===== config.mk =====
export PLATFORM = sky130hd
export DESIGN_NAME = circular_deque_unit
export DESIGN_NICKNAME = d
export VERILOG_FILES = /design/src/rtl/cdq_pkg.sv /design/src/rtl/cdq_ram.sv /design/src/rtl/circular_deque_unit.sv
export VERILOG_INCLUDE_DIRS = /design/src /design/src/rtl
export SDC_FILE = /design/constraint.sdc
export NUM_CORES = 1
export LEC_CHECK = 0
export BUFFER_PORTS_ARGS = -buffer_cell sky130_fd_sc_hd__buf_2
export CAP_MARGIN = 0
export CORE_MARGIN = 8
export CORE_UTILIZATION = 30
export DETAILED_ROUTE_END_ITERATION = 10
export SYNTH_ARGS = -nofsm -noshare
export SYNTH_HDL_FRONTEND = slang
export SYNTH_SLANG_ARGS = --single-unit

===== constraint.sdc =====
create_clock -name i_clk -period 6.82 [get_ports i_clk]
set_input_delay 0.682 -clock i_clk [delete_from_list [all_inputs] [get_ports i_clk]]
set_output_delay 0.682 -clock i_clk [all_outputs]
set_load 0.01 [all_outputs]

===== src/rtl/assert_macros.svh =====
// Assertion macros shared by the RTL. Build with NO_ASSERTIONS defined to drop them.
`ifndef ASSERT_MACROS_SVH
`define ASSERT_MACROS_SVH

`ifndef NO_ASSERTIONS

// Property that must hold at every clock edge outside reset
`define ASSERT_ALWAYS(lbl, clk, rst_n, prop, msg) \
    lbl: assert property (@(posedge clk) disable iff (!(rst_n)) (prop)) else $error(msg);

// Consequent must hold in the cycle after the antecedent
`define ASSERT_NEXT(lbl, clk, rst_n, ante, cons, msg) \
    lbl: assert property (@(posedge clk) disable iff (!(rst_n)) (ante) |=> (cons)) \
        else $error(msg);

`else

`define ASSERT_ALWAYS(lbl, clk, rst_n, prop, msg)
`define ASSERT_NEXT(lbl, clk, rst_n, ante, cons, msg)

`endif

`endif


===== src/rtl/cdq_pkg.sv =====
`default_nettype none

package cdq_pkg;

    localparam int WORD_W = 32;

    typedef logic signed [WORD_W-1:0] t_word;

    typedef enum logic [2:0] {
        OP_INS_FRONT = 3'd0,
        OP_INS_REAR  = 3'd1,
        OP_DEL_FRONT = 3'd2,
        OP_DEL_REAR  = 3'd3,
        OP_LIST      = 3'd4
    } t_op;

    typedef enum logic [1:0] {
        ST_OK      = 2'd0,
        ST_FULL    = 2'd1,
        ST_EMPTY   = 2'd2,
        ST_INVALID = 2'd3
    } t_status;

    typedef enum logic [1:0] {
        S_IDLE,
        S_DEL,
        S_LIST
    } t_state;

    // strobes from the controller to the slot store
    typedef struct packed {
        logic we;
        logic re;
    } t_ram_ctl;

endpackage

`default_nettype wire


===== src/rtl/cdq_ram.sv =====
`default_nettype none

`include "assert_macros.svh"

module cdq_ram #(
    parameter int DEPTH = 8,
    localparam int AW = $clog2(DEPTH)
) (
    input  wire logic              i_clk,
    input  wire cdq_pkg::t_ram_ctl i_ctl,
    input  wire logic [AW-1:0]     i_waddr,
    input  wire cdq_pkg::t_word    i_wdata,
    input  wire logic [AW-1:0]     i_raddr,
    output cdq_pkg::t_word         o_rdata
);

    cdq_pkg::t_word r_mem [DEPTH];
    cdq_pkg::t_word r_rdata;

    always_ff @(posedge i_clk) begin
        if (i_ctl.we) begin
            r_mem[i_waddr] <= i_wdata;
        end
    end

    // read data holds while re is low, so a stalled list keeps its word
    always_ff @(posedge i_clk) begin
        if (i_ctl.re) begin
            r_rdata <= r_mem[i_raddr];
        end
    end

    assign o_rdata = r_rdata;

    `ASSERT_ALWAYS(a_no_rw_same_cycle, i_clk, 1'b1, !(i_ctl.we && i_ctl.re),
        "slot store written and read in one cycle")
    `ASSERT_ALWAYS(a_waddr_range, i_clk, 1'b1, !i_ctl.we || (int'(i_waddr) < DEPTH),
        "write address beyond depth")
    `ASSERT_ALWAYS(a_raddr_range, i_clk, 1'b1, !i_ctl.re || (int'(i_raddr) < DEPTH),
        "read address beyond depth")

endmodule

`default_nettype wire


===== src/rtl/circular_deque_unit.sv =====
`default_nettype none
// Circular deque of DEPTH 32-bit words.
// Input channel (i_valid/o_ready) carries an operation and a value; output
// channel (o_valid/i_ready) returns data, status and last for each result word.
// Insert, invalid operation and any empty/full report: the result is loaded
// into the output register at the accepting edge, so one item per cycle while the receiver keeps up.
// Delete: the slot is read from the synchronous store into its read register,
// then that word enters the output register; no new item is taken meanwhile.
// List: one stored word per cycle from front to rear while the receiver takes
// them, last set on the rear word; the walk uses the single read port.
// A single output register parts the two channels: a new item is taken while
// a result waits, as long as that result leaves in the same cycle or none
// waits. When the receiver stalls, the output holds and the walk pauses,
// and o_ready drops until the output register can take the next result.
// Reset (synchronous, active low) empties the deque and the output register;
// no clearing pass is needed, since slots are read only once written.
// Back-to-back accesses to one slot never overlap: the controller never writes
// and reads the store together and reads only after the writing edge has passed.

`include "assert_macros.svh"

module circular_deque_unit #(
    parameter int DEPTH = 8
) (
    input  wire logic                i_clk,
    input  wire logic                i_rst_n,
    input  wire logic                i_valid,
    output logic                     o_ready,
    input  wire logic [2:0]          i_operation,
    input  wire logic signed [31:0]  i_value,
    output logic                     o_valid,
    input  wire logic                i_ready,
    output logic signed [31:0]       o_data,
    output logic [1:0]               o_status,
    output logic                     o_last
);

    localparam int AW = $clog2(DEPTH);
    localparam logic [AW-1:0] PTR_LAST = AW'(DEPTH - 1);

    cdq_pkg::t_state r_state, n_state;
    logic [AW-1:0]   r_head, n_head;
    logic [AW-1:0]   r_tail, n_tail;
    logic [AW-1:0]   r_idx, n_idx;
    logic            r_empty, n_empty;
    logic            r_ov, n_ov;
    cdq_pkg::t_word  r_od, n_od;
    cdq_pkg::t_status r_os, n_os;
    logic            r_ol, n_ol;

    cdq_pkg::t_ram_ctl w_ctl;
    logic [AW-1:0]     w_waddr;
    logic [AW-1:0]     w_raddr;
    cdq_pkg::t_word    w_rdata;
    logic              w_in_acc;
    logic              w_out_free;
    logic              w_full;
    logic              w_load;
    logic              w_at_tail;

    function automatic logic [AW-1:0] ptr_next(input logic [AW-1:0] p);
        return (p == PTR_LAST) ? '0 : p + 1'b1;
    endfunction

    function automatic logic [AW-1:0] ptr_prev(input logic [AW-1:0] p);
        return (p == '0) ? PTR_LAST : p - 1'b1;
    endfunction

    cdq_ram #(.DEPTH(DEPTH)) u_ram (
        .i_clk   (i_clk),
        .i_ctl   (w_ctl),
        .i_waddr (w_waddr),
        .i_wdata (i_value),
        .i_raddr (w_raddr),
        .o_rdata (w_rdata)
    );

    assign w_out_free = !r_ov || i_ready;
    assign o_ready    = (r_state == cdq_pkg::S_IDLE) && w_out_free;
    assign w_in_acc   = i_valid && o_ready;
    assign w_full     = !r_empty && (ptr_next(r_tail) == r_head);
    assign w_at_tail  = (r_idx == r_tail);

    always_comb begin
        n_state = r_state;
        n_head  = r_head;
        n_tail  = r_tail;
        n_idx   = r_idx;
        n_empty = r_empty;
        w_ctl   = '0;
        w_waddr = r_head;
        w_raddr = r_head;
        w_load  = 1'b0;
        n_od    = r_od;
        n_os    = r_os;
        n_ol    = r_ol;

        unique case (r_state)
            cdq_pkg::S_IDLE: begin
                if (w_in_acc) begin
                    w_load = 1'b1;
                    n_od   = '0;
                    n_os   = cdq_pkg::ST_OK;
                    n_ol   = 1'b1;
                    unique case (cdq_pkg::t_op'(i_operation)) inside
                        cdq_pkg::OP_INS_FRONT, cdq_pkg::OP_INS_REAR: begin
                            if (w_full) begin
                                n_os = cdq_pkg::ST_FULL;
                            end else begin
                                w_ctl.we = 1'b1;
                                if (r_empty) begin
                                    n_head  = '0;
                                    n_tail  = '0;
                                    n_empty = 1'b0;
                                    w_waddr = '0;
                                end else if (cdq_pkg::t_op'(i_operation)
                                             == cdq_pkg::OP_INS_FRONT) begin
                                    n_head  = ptr_prev(r_head);
                                    w_waddr = ptr_prev(r_head);
                                end else begin
                                    n_tail  = ptr_next(r_tail);
                                    w_waddr = ptr_next(r_tail);
                                end
                            end
                        end
                        cdq_pkg::OP_DEL_FRONT, cdq_pkg::OP_DEL_REAR: begin
                            if (r_empty) begin
                                n_os = cdq_pkg::ST_EMPTY;
                            end else begin
                                // word comes from the store next cycle
                                w_load   = 1'b0;
                                w_ctl.re = 1'b1;
                                n_state  = cdq_pkg::S_DEL;
                                if (r_head == r_tail) begin
                                    w_raddr = r_head;
                                    n_head  = '0;
                                    n_tail  = '0;
                                    n_empty = 1'b1;
                                end else if (cdq_pkg::t_op'(i_operation)
                                             == cdq_pkg::OP_DEL_FRONT) begin
                                    w_raddr = r_head;
                                    n_head  = ptr_next(r_head);
                                end else begin
                                    w_raddr = r_tail;
                                    n_tail  = ptr_prev(r_tail);
                                end
                            end
                        end
                        cdq_pkg::OP_LIST: begin
                            if (r_empty) begin
                                n_os = cdq_pkg::ST_EMPTY;
                            end else begin
                                w_load   = 1'b0;
                                w_ctl.re = 1'b1;
                                w_raddr  = r_head;
                                n_idx    = r_head;
                                n_state  = cdq_pkg::S_LIST;
                            end
                        end
                        default: begin
                            n_os = cdq_pkg::ST_INVALID;
                        end
                    endcase
                end
            end
            cdq_pkg::S_DEL: begin
                // output register is empty here: nothing was loaded at accept
                w_load  = 1'b1;
                n_od    = w_rdata;
                n_os    = cdq_pkg::ST_OK;
                n_ol    = 1'b1;
                n_state = cdq_pkg::S_IDLE;
            end
            cdq_pkg::S_LIST: begin
                if (w_out_free) begin
                    w_load = 1'b1;
                    n_od   = w_rdata;
                    n_os   = cdq_pkg::ST_OK;
                    n_ol   = w_at_tail;
                    if (w_at_tail) begin
                        n_state = cdq_pkg::S_IDLE;
                    end else begin
                        w_ctl.re = 1'b1;
                        w_raddr  = ptr_next(r_idx);
                        n_idx    = ptr_next(r_idx);
                    end
                end
            end
            default: begin
                n_state = cdq_pkg::S_IDLE;
            end
        endcase

        n_ov = w_load || (r_ov && !i_ready);
    end

    always_ff @(posedge i_clk) begin
        if (!i_rst_n) begin
            r_state <= cdq_pkg::S_IDLE;
            r_head  <= '0;
            r_tail  <= '0;
            r_empty <= 1'b1;
            r_ov    <= 1'b0;
        end else begin
            r_state <= n_state;
            r_head  <= n_head;
            r_tail  <= n_tail;
            r_empty <= n_empty;
            r_ov    <= n_ov;
        end
    end

    always_ff @(posedge i_clk) begin
        r_idx <= n_idx;
        if (w_load) begin
            r_od <= n_od;
            r_os <= n_os;
            r_ol <= n_ol;
        end
    end

    assign o_valid  = r_ov;
    assign o_data   = r_od;
    assign o_status = r_os;
    assign o_last   = r_ol;

    `ASSERT_ALWAYS(a_empty_ptrs, i_clk, i_rst_n,
        !r_empty || (r_head == '0 && r_tail == '0), "empty deque with pointers off zero")
    `ASSERT_ALWAYS(a_del_slot_free, i_clk, i_rst_n,
        (r_state != cdq_pkg::S_DEL) || !r_ov, "delete word arrives on a busy output")
    `ASSERT_NEXT(a_list_ends, i_clk, i_rst_n,
        (r_state == cdq_pkg::S_LIST) && w_out_free && w_at_tail,
        (r_state == cdq_pkg::S_IDLE) && r_ov && r_ol, "list walk did not close on rear word")
    `ASSERT_NEXT(a_stall_holds, i_clk, i_rst_n,
        (r_state == cdq_pkg::S_LIST) && !w_out_free,
        $stable(r_idx) && $stable(w_rdata), "list walk moved while output stalled")

endmodule

`default_nettype wire


======== Yosys cells after proc, flatten, opt, wreduce, memory -nomap -nowiden ========
Memories as Yosys holds them, arrays and structs flattened. A register that Yosys moved wholly into a read port is not among the register bits.
Index checks and enable logic that the tools add are counted.
word-level totals
  bits in registers ....................... 48
  RAM bits ................................ 256
  output and inout bits ................... 37
  logic and storage cells ................. 145
  memories ................................ 1
cells by class
  $add $sub $neg .......................... 5
  equal/unequal tests ..................... 27
  multiplexer cells ....................... 78
  reduce and logical (&&, ||, !) cells .... 25
memories
  name         words  width  read ports  clocked after Yosys merged registers in  write ports  line           source
  u_ram.r_mem  8      32     1           1                                        1            cdq_ram.sv:17  cdq_pkg::t_word r_mem [DEPTH];
operators with widths
  kind                 count
  $mux 3               35
  $pmux 32 s3          1
  $mux 32              2
  $pmux 3 s2           4
  $mux 1               19
  $mux 2               9
  $ne 3x3->1 const B   6
  $ne 2x2->1 const B   7
  $reduce_and 7->1     2
  $eq 3x3->1 const B   4
  $pmux 2 s2           3
  $reduce_and 6->1     2
  $add 3x1->3 const B  3
  $eq 3x3->1           3
  $logic_not 3->1      3
  $reduce_and 4->1     2
  $eq 3x2->1 const B   2
  $pmux 1 s3           2
  $pmux 2 s3           1
  $sub 3x1->3 const B  2
  $logic_and 1x1->1    4
  $pmux 1 s2           2
  $reduce_bool 2->1    2
  $reduce_or 2->1      2
  other kinds (10)     13

======== Depth between registers and ports, before layout ========
Gate-level depths: netlist (run 1).
  word-level depth ........................ 10
  mapped depth ............................ 12
  mapped depth without buffers ............ 8

======== Cells and area by module ========
From an unflattened synthesis (run 1), not the netlist that was laid out.
second synthesis, totals
  cell total of the unflattened synthesis .. 676
  area total of the unflattened synthesis .. 13588.0 um^2
by module, submodules not included
  module               times used  cells an instance  area an instance (um^2)  seq. area each (um^2)
  cdq_ram              1           415                10786.6                  8648.3
  circular_deque_unit  1           261                2801.4                   1341.3

======== Worst setup path before layout (run 1) ========
OpenSTA, ideal clock, no wires.
  path kind ............................... reg-to-reg
  from .................................... reg r_tail[0]
  to ...................................... mem u_ram.r_mem[4][0] (netlist bit), enable pin
  arrival ................................. 4.635 ns
  data required time ...................... 6.352 ns
  path slack .............................. 1.717 ns
  stages on the path, launching flop included .. 10
  path buffers ............................ 1
  period minus slack after synthesis ...... 5.103 ns
  path through ............................ dfxtp_1 buf_6 inv_1 ha_1 and4b_1 a31oi_1 o32ai_1 a2111oi_4 mux2_2 nor3b_1
on the way
  longest elaborated chain between the ends .. 10
  elaborated cells between the ends (all ways) .. 17
  classes of those cells .................. 1 x add/sub; 2 x eq/ne; 13 x mux; 1 x reduce/logical
ends and longest elaborated chain
  what                                              line                        source
  from (decl)                                       circular_deque_unit.sv:43   logic [AW-1:0] r_tail, n_tail;
  from (signal assigned)                            circular_deque_unit.sv:207  r_tail <= n_tail;
  $add 3x1->3 / $eq 3x3->1 (equally long branches)  circular_deque_unit.sv:62   return (p == PTR_LAST) ? '0 : p + 1'b1;
  $mux 3 (*)                                        circular_deque_unit.sv:62
  $eq 3x3->1                                        circular_deque_unit.sv:81   assign w_full = !r_empty && (ptr_next(r_tail) == r_head);
  $logic_and 1x1->1                                 circular_deque_unit.sv:81
  $mux 1                                            circular_deque_unit.sv:107  if (w_full) begin
  $mux 1                                            circular_deque_unit.sv:105  unique case (cdq_pkg::t_op'(i_operation)) inside
  $mux 2                                            circular_deque_unit.sv:100  if (w_in_acc) begin
  $mux 1                                            circular_deque_unit.sv:98   unique case (r_state)
  $mux 1                                            cdq_ram.sv:21               if (i_ctl.we) begin
  $mux 1 (implied by the code)                      cdq_ram.sv:22               r_mem[i_waddr] <= i_wdata;
  to (decl)                                         cdq_ram.sv:17
Mark *: on every way between the ends. The rest lies on a longest branch, timed or not.

======== Worst setup path in the final report (run 1) ========
  from .................................... reg r_state[0]
  to ...................................... reg u_ram.r_rdata[1] (netlist: u_ram.o_rdata[1]) (read register of u_ram.r_mem), data pin
on the way
  longest elaborated chain between the ends .. 5
  elaborated cells between the ends (all ways) .. 8
  classes of those cells .................. 1 x eq/ne; 4 x mux; 3 x reduce/logical
ends and longest elaborated chain
  what                                             line                                                  source
  from (decl)                                      circular_deque_unit.sv:41                             cdq_pkg::t_state r_state, n_state;
  from (signal assigned)                           circular_deque_unit.sv:199                            r_state <= cdq_pkg::S_IDLE;
  from (signal assigned)                           circular_deque_unit.sv:205                            r_state <= n_state;
  $logic_not 2->1                                  circular_deque_unit.sv:79, circular_deque_unit.sv:98
  $logic_and 1x1->1                                circular_deque_unit.sv:79                             assign o_ready = (r_state == cdq_pkg::S_IDLE) && w_out_free;
  $logic_and 1x1->1                                circular_deque_unit.sv:80                             assign w_in_acc = i_valid && o_ready;
  $mux 3 / $mux 2 (equally long branches)          circular_deque_unit.sv:100
  $pmux 3 s2 / $pmux 1 s2 (equally long branches)  circular_deque_unit.sv:98
  to (decl)                                        cdq_ram.sv:18                                         cdq_pkg::t_word r_rdata;
Several ways; a longest one is shown, not always the timed one.
A chain may end at the register's enable or synchronous reset.

==> out/summary.txt, run 1 <==
Routed vias/inst - 5.28
Clk buf depth - 3
Hold Crit Class - primary input to register
Most common cell after layout, fill and taps aside - edfxtp_1
HPWL Detailed - 18.6 mm
Drt pass-1 iters - 5
Routed Antenna Nets - 0
Buffers on Ports - 75
Clock insertion delay at the later pin of the skew report - 530 ps
First-pass GRT wire length - 52.7 mm
Postcts setup bufs - 0
Setup Crit Path Kind - register to register
GP Congestion - 0.801
Final hold violation count - 0
Drt total wl - 34.7 mm
Element type at the critical path end - register
DRC Markers - 0
Worst EP arrival - 4630 ps
WL/cell - 21.5 µm
Clk pin slew, worst setup/hold paths - 60 ps
Post-Syn Nets - 983
Fin nets - 1031
Logic pwr share - 9.9%
Int Pwr - 3.74 mW
Die width - 233 µm
CP Data Required Time - 7060 ps
# fillers - 4353
Layout area overhead - 15.1%
Crit path max fanout - 82
Die area - 54300 µm²
Max-slew violations - 0
Mapped cell area - 14100 µm²
H-tree depth - 2
Pre-CTS setup slack - 2340 ps
TritonCTS clock tree - built
Largest net degree at the start of global routing - 126
Worst-Margin Slew - 1180 ps
Hold_buf cts - 0
Post-CTS Resized - 0
Row Count - 79
Vias post-DR - 8528
Flops & latches, synth - 336
Sink Count - 336
Final period utilization - 64.5%
Post-synthesis sequential area ratio - 70.6%
TritonCTS Buffers - 37
Setup Skew - 26.5 ps
Die Y - 233 µm
Post-synth cell types - 63
Post-synth EDFFs - 326
DRT iter0 DRCs - 865
Clk pwr share - 41.4%
Slew margin rel. - 21.6%
Top_reg_cell synth - edfxtp_1
Leak - 5.27 nW
Antenna violations before repair - 10
Core Region - 46600 µm²
Commonest cells after routing, fill and taps aside - edfxtp_1, and3_1, a2111oi_0
Number of max-cap violations - 0
Total global-route track usage - 12.4%
Total negative slack - 0 ps
Synth warn - 0
Fmax - 0.227 GHz
Syn Inst Count - 929
Sw power - 1.17 mW
Unrepaired setup endpoints after global routing - no
Total gr overflow - 0
Fin crit period - 4400 ps
Syn avg cell area - 15.2 µm²
Endpoints failing setup - 0
Initial core utilization - 30.4%
Vias in the first global route - 8485
Pwr Density - 302 nW/µm²
Layout cells sized above 1 - 17.5%
Seq pwr share - 48.7%
Setup ws final - 2420 ps
Max IR drop VDD - 0.193 mV
CTS root buffer - clkbuf_16
Ys async rst share - 0%
Net Sw Frac - 23.8%
Outcome - finished, final reports clean
# IOs - 76
CP startpoint kind - register
[worst max-delay path, stage by stage, from the launching register on]
cell and delay (ps):
dfxtp_1 340, inv_1 110, ha_1 360, nand2_1 200, o31a_1 350, o21ai_4 750, nand2_4 700, buf_4 540
a2111oi_0 590, nor4_1 110
[worst paths after layout]
path	startpoint	endpoint	slack, ps	cells after the start
worst min-delay path	i_rst_n	r_empty	380	2
worst min register to register	u_ram.o_rdata[15]	o_data[15]	520	1
worst max-delay path	r_state[0]	u_ram.o_rdata[1]	2420	9
worst max register to register	r_state[0]	u_ram.o_rdata[1]	2420	9
[area by class of cell]
class                   instances  area [µm²]  share of cell area, %
clock buffers                  40         937                   5.76
multi-input cells             496        3720                   22.9
flip-flops and latches        336        9990                   61.4
diodes                          5        12.5                 0.0768
repair buffers                 92         503                   3.09
inverters                      14        52.6                  0.323
well taps                     607         759                   4.66
clock inverters                26         307                   1.88
[cell families after synthesis]
logic type,after synthesis,synth area share (%)
multiplexers,7,0.531
adder cells (fa/ha/maj),15,1.33
AO/OA/AOI/OAI,192,11.5
AND/OR/NAND/NOR,271,11.8
XOR/XNOR,11,0.681
buffers and inverters,97,3.49
flip-flops,336,70.6
[cells in the mapped netlist, types with 7 or more instances]
master / count / share of area, %
edfxtp_1: 326 / 69
and3_1: 127 / 5.6
a2111oi_0: 109 / 6.8
clkbuf_1: 52 / 1.4
and2_1: 35 / 1.5
nor4_1: 32 / 1.4
a2111oi_1: 18 / 1.3
a21oi_1: 16 / 0.57
nor3_1: 16 / 0.57
ha_1: 15 / 1.3
inv_1: 13 / 0.35
nor2_1: 13 / 0.35
nand2_1: 12 / 0.32
buf_2: 10 / 0.35
buf_6: 10 / 0.80
dfxtp_1: 10 / 1.4
a211oi_1: 9 / 0.48
a31oi_1: 9 / 0.40
buf_4: 8 / 0.42
nand2b_1: 8 / 0.35
xnor2_1: 7 / 0.43
[metrics by stage]
step	instance area (µm²)	std cells	hold WS [ps]	power, mW	utilization, %
after floorplan	14100	929	494	2.74	-
after global placement	15000	1545	512	2.92	32.3
after detailed placement	15000	1545	513	2.93	32.3
after CTS	16300	1611	364	4.96	34.9
after global routing	16300	1613	368	5.08	35.0
final	16300	1616	385	4.91	35.0
[state kept, by name, summed over array words and instances (netlist names)]
signal	count
u_ram.r_mem	256
o_data	32
u_ram.o_rdata	32
r_head	3
r_idx	3
r_tail	3
o_status	2
r_state	2
o_last	1
o_valid	1
r_empty	1
[power by group through the flow]
stage | clock network (mW) | registers (mW) | logic, mW
after detailed placement | 0 | 2.44 | 0.492
after floorplan | 0 | 2.45 | 0.291
final | 2.03 | 2.39 | 0.485
after global placement | 0 | 2.44 | 0.485
after global routing | 2.15 | 2.40 | 0.538
after CTS | 2.07 | 2.40 | 0.495
[routing by layer]
layer / wire length (µm) / GRT usage [%]
met5: 49 / 0
met4: 604 / 3.15
met3: 2040 / 2.92
met2: 16400 / 19.7
met1: 15700 / 16.8
(Power assumes the default switching activity.)
==> inputs of run 2 (changes only) <==
clock period = 3.89 ns   (was 6.82 ns; I/O delays follow)
==> run 2 against run 1 <==
Net effect: first-iteration DRC count down 11%; fmax up 27%; sequential share of layout area down 0.80 points; highest routed layer unchanged; power up 70%; clock skew down 10 ps; global-route usage up 0.14 points; sequential power up 75%; register-to-register slack worse by 2000 ps; critical path depth unchanged.
==> out/summary.txt, run 2 (synthesized netlist as in run 1, its figures left out) <==
Fin nets - 1047
Int Pwr - 6.28 mW
Drt total wl - 34.8 mm
WL/cell - 21.4 µm
H-tree depth - 2
Total global-route track usage - 12.5%
TritonCTS Buffers - 37
Slowest cell delay on critical path - 510 ps
Final non-filler cell total - 1630
CTS root buffer - clkbuf_16
Unrepaired setup endpoints after global routing - no
Register-to-register setup slack - 420 ps
Routed Antenna Nets - 0
Hold_buf cts - 0
Endpoints failing setup - 0
Leak - 5.35 nW
Postcts setup bufs - 0
WP buf/inv - 2
Vias post-DR - 8658
Placed cell count - 1561
Clk pwr share - 39.0%
Clk pin slew, worst setup/hold paths - 60 ps
Post-CTS Resized - 0
Commonest cells after routing, fill and taps aside - edfxtp_1, and3_1, a2111oi_0
Buffers on Ports - 75
Cell family with most CP delay - compound AO/OA/AOI/OAI gates
Worst path slowest cell - mux2_2
Number of max-cap violations - 0
Layout cells sized above 1 - 18.9%
GP Congestion - 0.855
First-pass GRT wire length - 53.1 mm
Initial core utilization - 30.4%
Logic pwr share - 10.9%
Vias in the first global route - 8726
Max IR drop VDD - 0.300 mV
Final hold violation count - 0
Pre-CTS setup slack - 426 ps
DRT iter0 DRCs - 772
Register Area - 9990 µm²
Area after DPL - 15400 µm²
Sw power - 2.09 mW
Net Sw Frac - 24.9%
CP startpoint kind - register
Worst reg-to-reg path cell count - 9
DRC Markers - 0
Wire length on met3 - 2.63 mm
Utilization after layout - 35.4%
Largest net degree at the start of global routing - 126
WHS Endpoint - r_empty
Routed vias/inst - 5.31
Tot Pwr - 8.36 mW
Pwr Density - 507 nW/µm²
Hold Path Depth - 2
Die area - 54300 µm²
CP Data Required Time - 4080 ps
Setup Skew - 16.3 ps
Drt pass-1 iters - 5
Die width - 233 µm
Total gr overflow - 0
Worst-Margin Slew - 929 ps
Most flop-heavy register - u_ram.r_mem
Critical-path cell list - inv_1, ha_1, and4b_1, a31oi_1, o32ai_1, a2111oi_4, mux2_2, nor3b_4, buf_4
Hold slack - 87.9 ps
Sink Count - 336
HPWL Detailed - 19.7 mm
Post-route cell area - 16500 µm²
Setup ws final - 415 ps
Max-slew violations - 0
TritonCTS clock tree - built
Element type at the critical path end - register
Routed wl met2 - 16.0 mm
Setup Crit Path Kind - register to register
Most common cell after layout, fill and taps aside - edfxtp_1
Fmax - 0.288 GHz
# fillers - 4370
Clk buf depth - 3
Clock insertion delay at the later pin of the skew report - 540 ps
Crit path max fanout - 21
Layout area overhead - 16.7%
Area occupied by multi-input gates - 3770 µm²
Final period utilization - 89.3%
Slew margin rel. - 37.9%
Total negative slack - 0 ps
Fin crit period - 3470 ps
Die Y - 233 µm
Outcome - finished, final reports clean
Reg-to-Reg End - u_ram.r_mem[2][24]
Hold Crit Class - primary input to register
Core Region - 46600 µm²
Max FFs per register - 256
Seq pwr share - 50.1%
Row Count - 79
Worst EP arrival - 3660 ps
R2r startpoint - r_tail[1]
Max Used Layer - met5
# IOs - 76
DRT met1 WL - 15.4 mm
Antenna violations before repair - 5
Hold Path Origin - i_rst_n
==> run 2: changes by cell type in the layout (fill, tap and decap cells not counted), sizes merged <==
| cell | before | now |
|---|---|---|
| clkinv | 20 | 21 |
| clkinvlp | 1 | 3 |
| bufinv | 6 | 1 |
| buf | 92 | 108 |
| inv | 13 | 14 |
| clkbuf | 40 | 42 |
| diode | 5 | 2 |
==> run 2: how the worst max path moves through the flow <==
stage / start / end / slack (ps) / cells after the start
after floorplan: r_tail[0] / u_ram.r_mem[4][0] / -100 / 9
after global placement: r_tail[1] / u_ram.r_mem[2][16] / 530 / 9
after detailed placement: r_tail[1] / u_ram.r_mem[2][16] / 430 / 9
after CTS: r_tail[1] / u_ram.r_mem[2][24] / 430 / 9
after global routing: r_state[0] / u_ram.o_rdata[13] / 200 / 9
final: r_tail[1] / u_ram.r_mem[2][24] / 420 / 9
==> run 2: power groups by stage <==
| stage | clock network [mW] | registers, mW | logic (mW) |
|---|---|---|---|
| 2_1_floorplan | 0 | 4.29 | 0.515 |
| 3_3_place_gp | 0 | 4.26 | 0.913 |
| 3_5_place_dp | 0 | 4.26 | 0.924 |
| 4_1_cts | 3.36 | 4.19 | 0.930 |
| 5_1_grt | 3.50 | 4.20 | 1.01 |
| 6_report | 3.27 | 4.19 | 0.911 |
==> run 2: final cells by class <==
| cell class | instances | area share, % |
|---|---|---|
| antenna | 2 | 0.0303 |
| clock buffer | 42 | 5.73 |
| clock inverter | 25 | 1.10 |
| inverter | 14 | 0.319 |
| multi-input combinational | 496 | 22.8 |
| sequential | 336 | 60.6 |
| tap | 607 | 4.60 |
| timing repair buffer | 108 | 4.84 |
==> run 2: worst reg2reg max path, stage by stage (launching register included) <==
cell       delay [ps]
dfxtp_1           490
inv_1             140
ha_1              370
and4b_1           240
a31oi_1           130
o32ai_1           170
a2111oi_4         500
mux2_2            510
nor3b_4           230
buf_4             360
==> run 2: metal layers <==
metal | up-vias | track usage (%)
met4 | 6 | 3.48
met1 | 4323 | 16.9
met5 | - | 0
met3 | 67 | 3.40
li1 | 3973 | -
met2 | 289 | 19.6
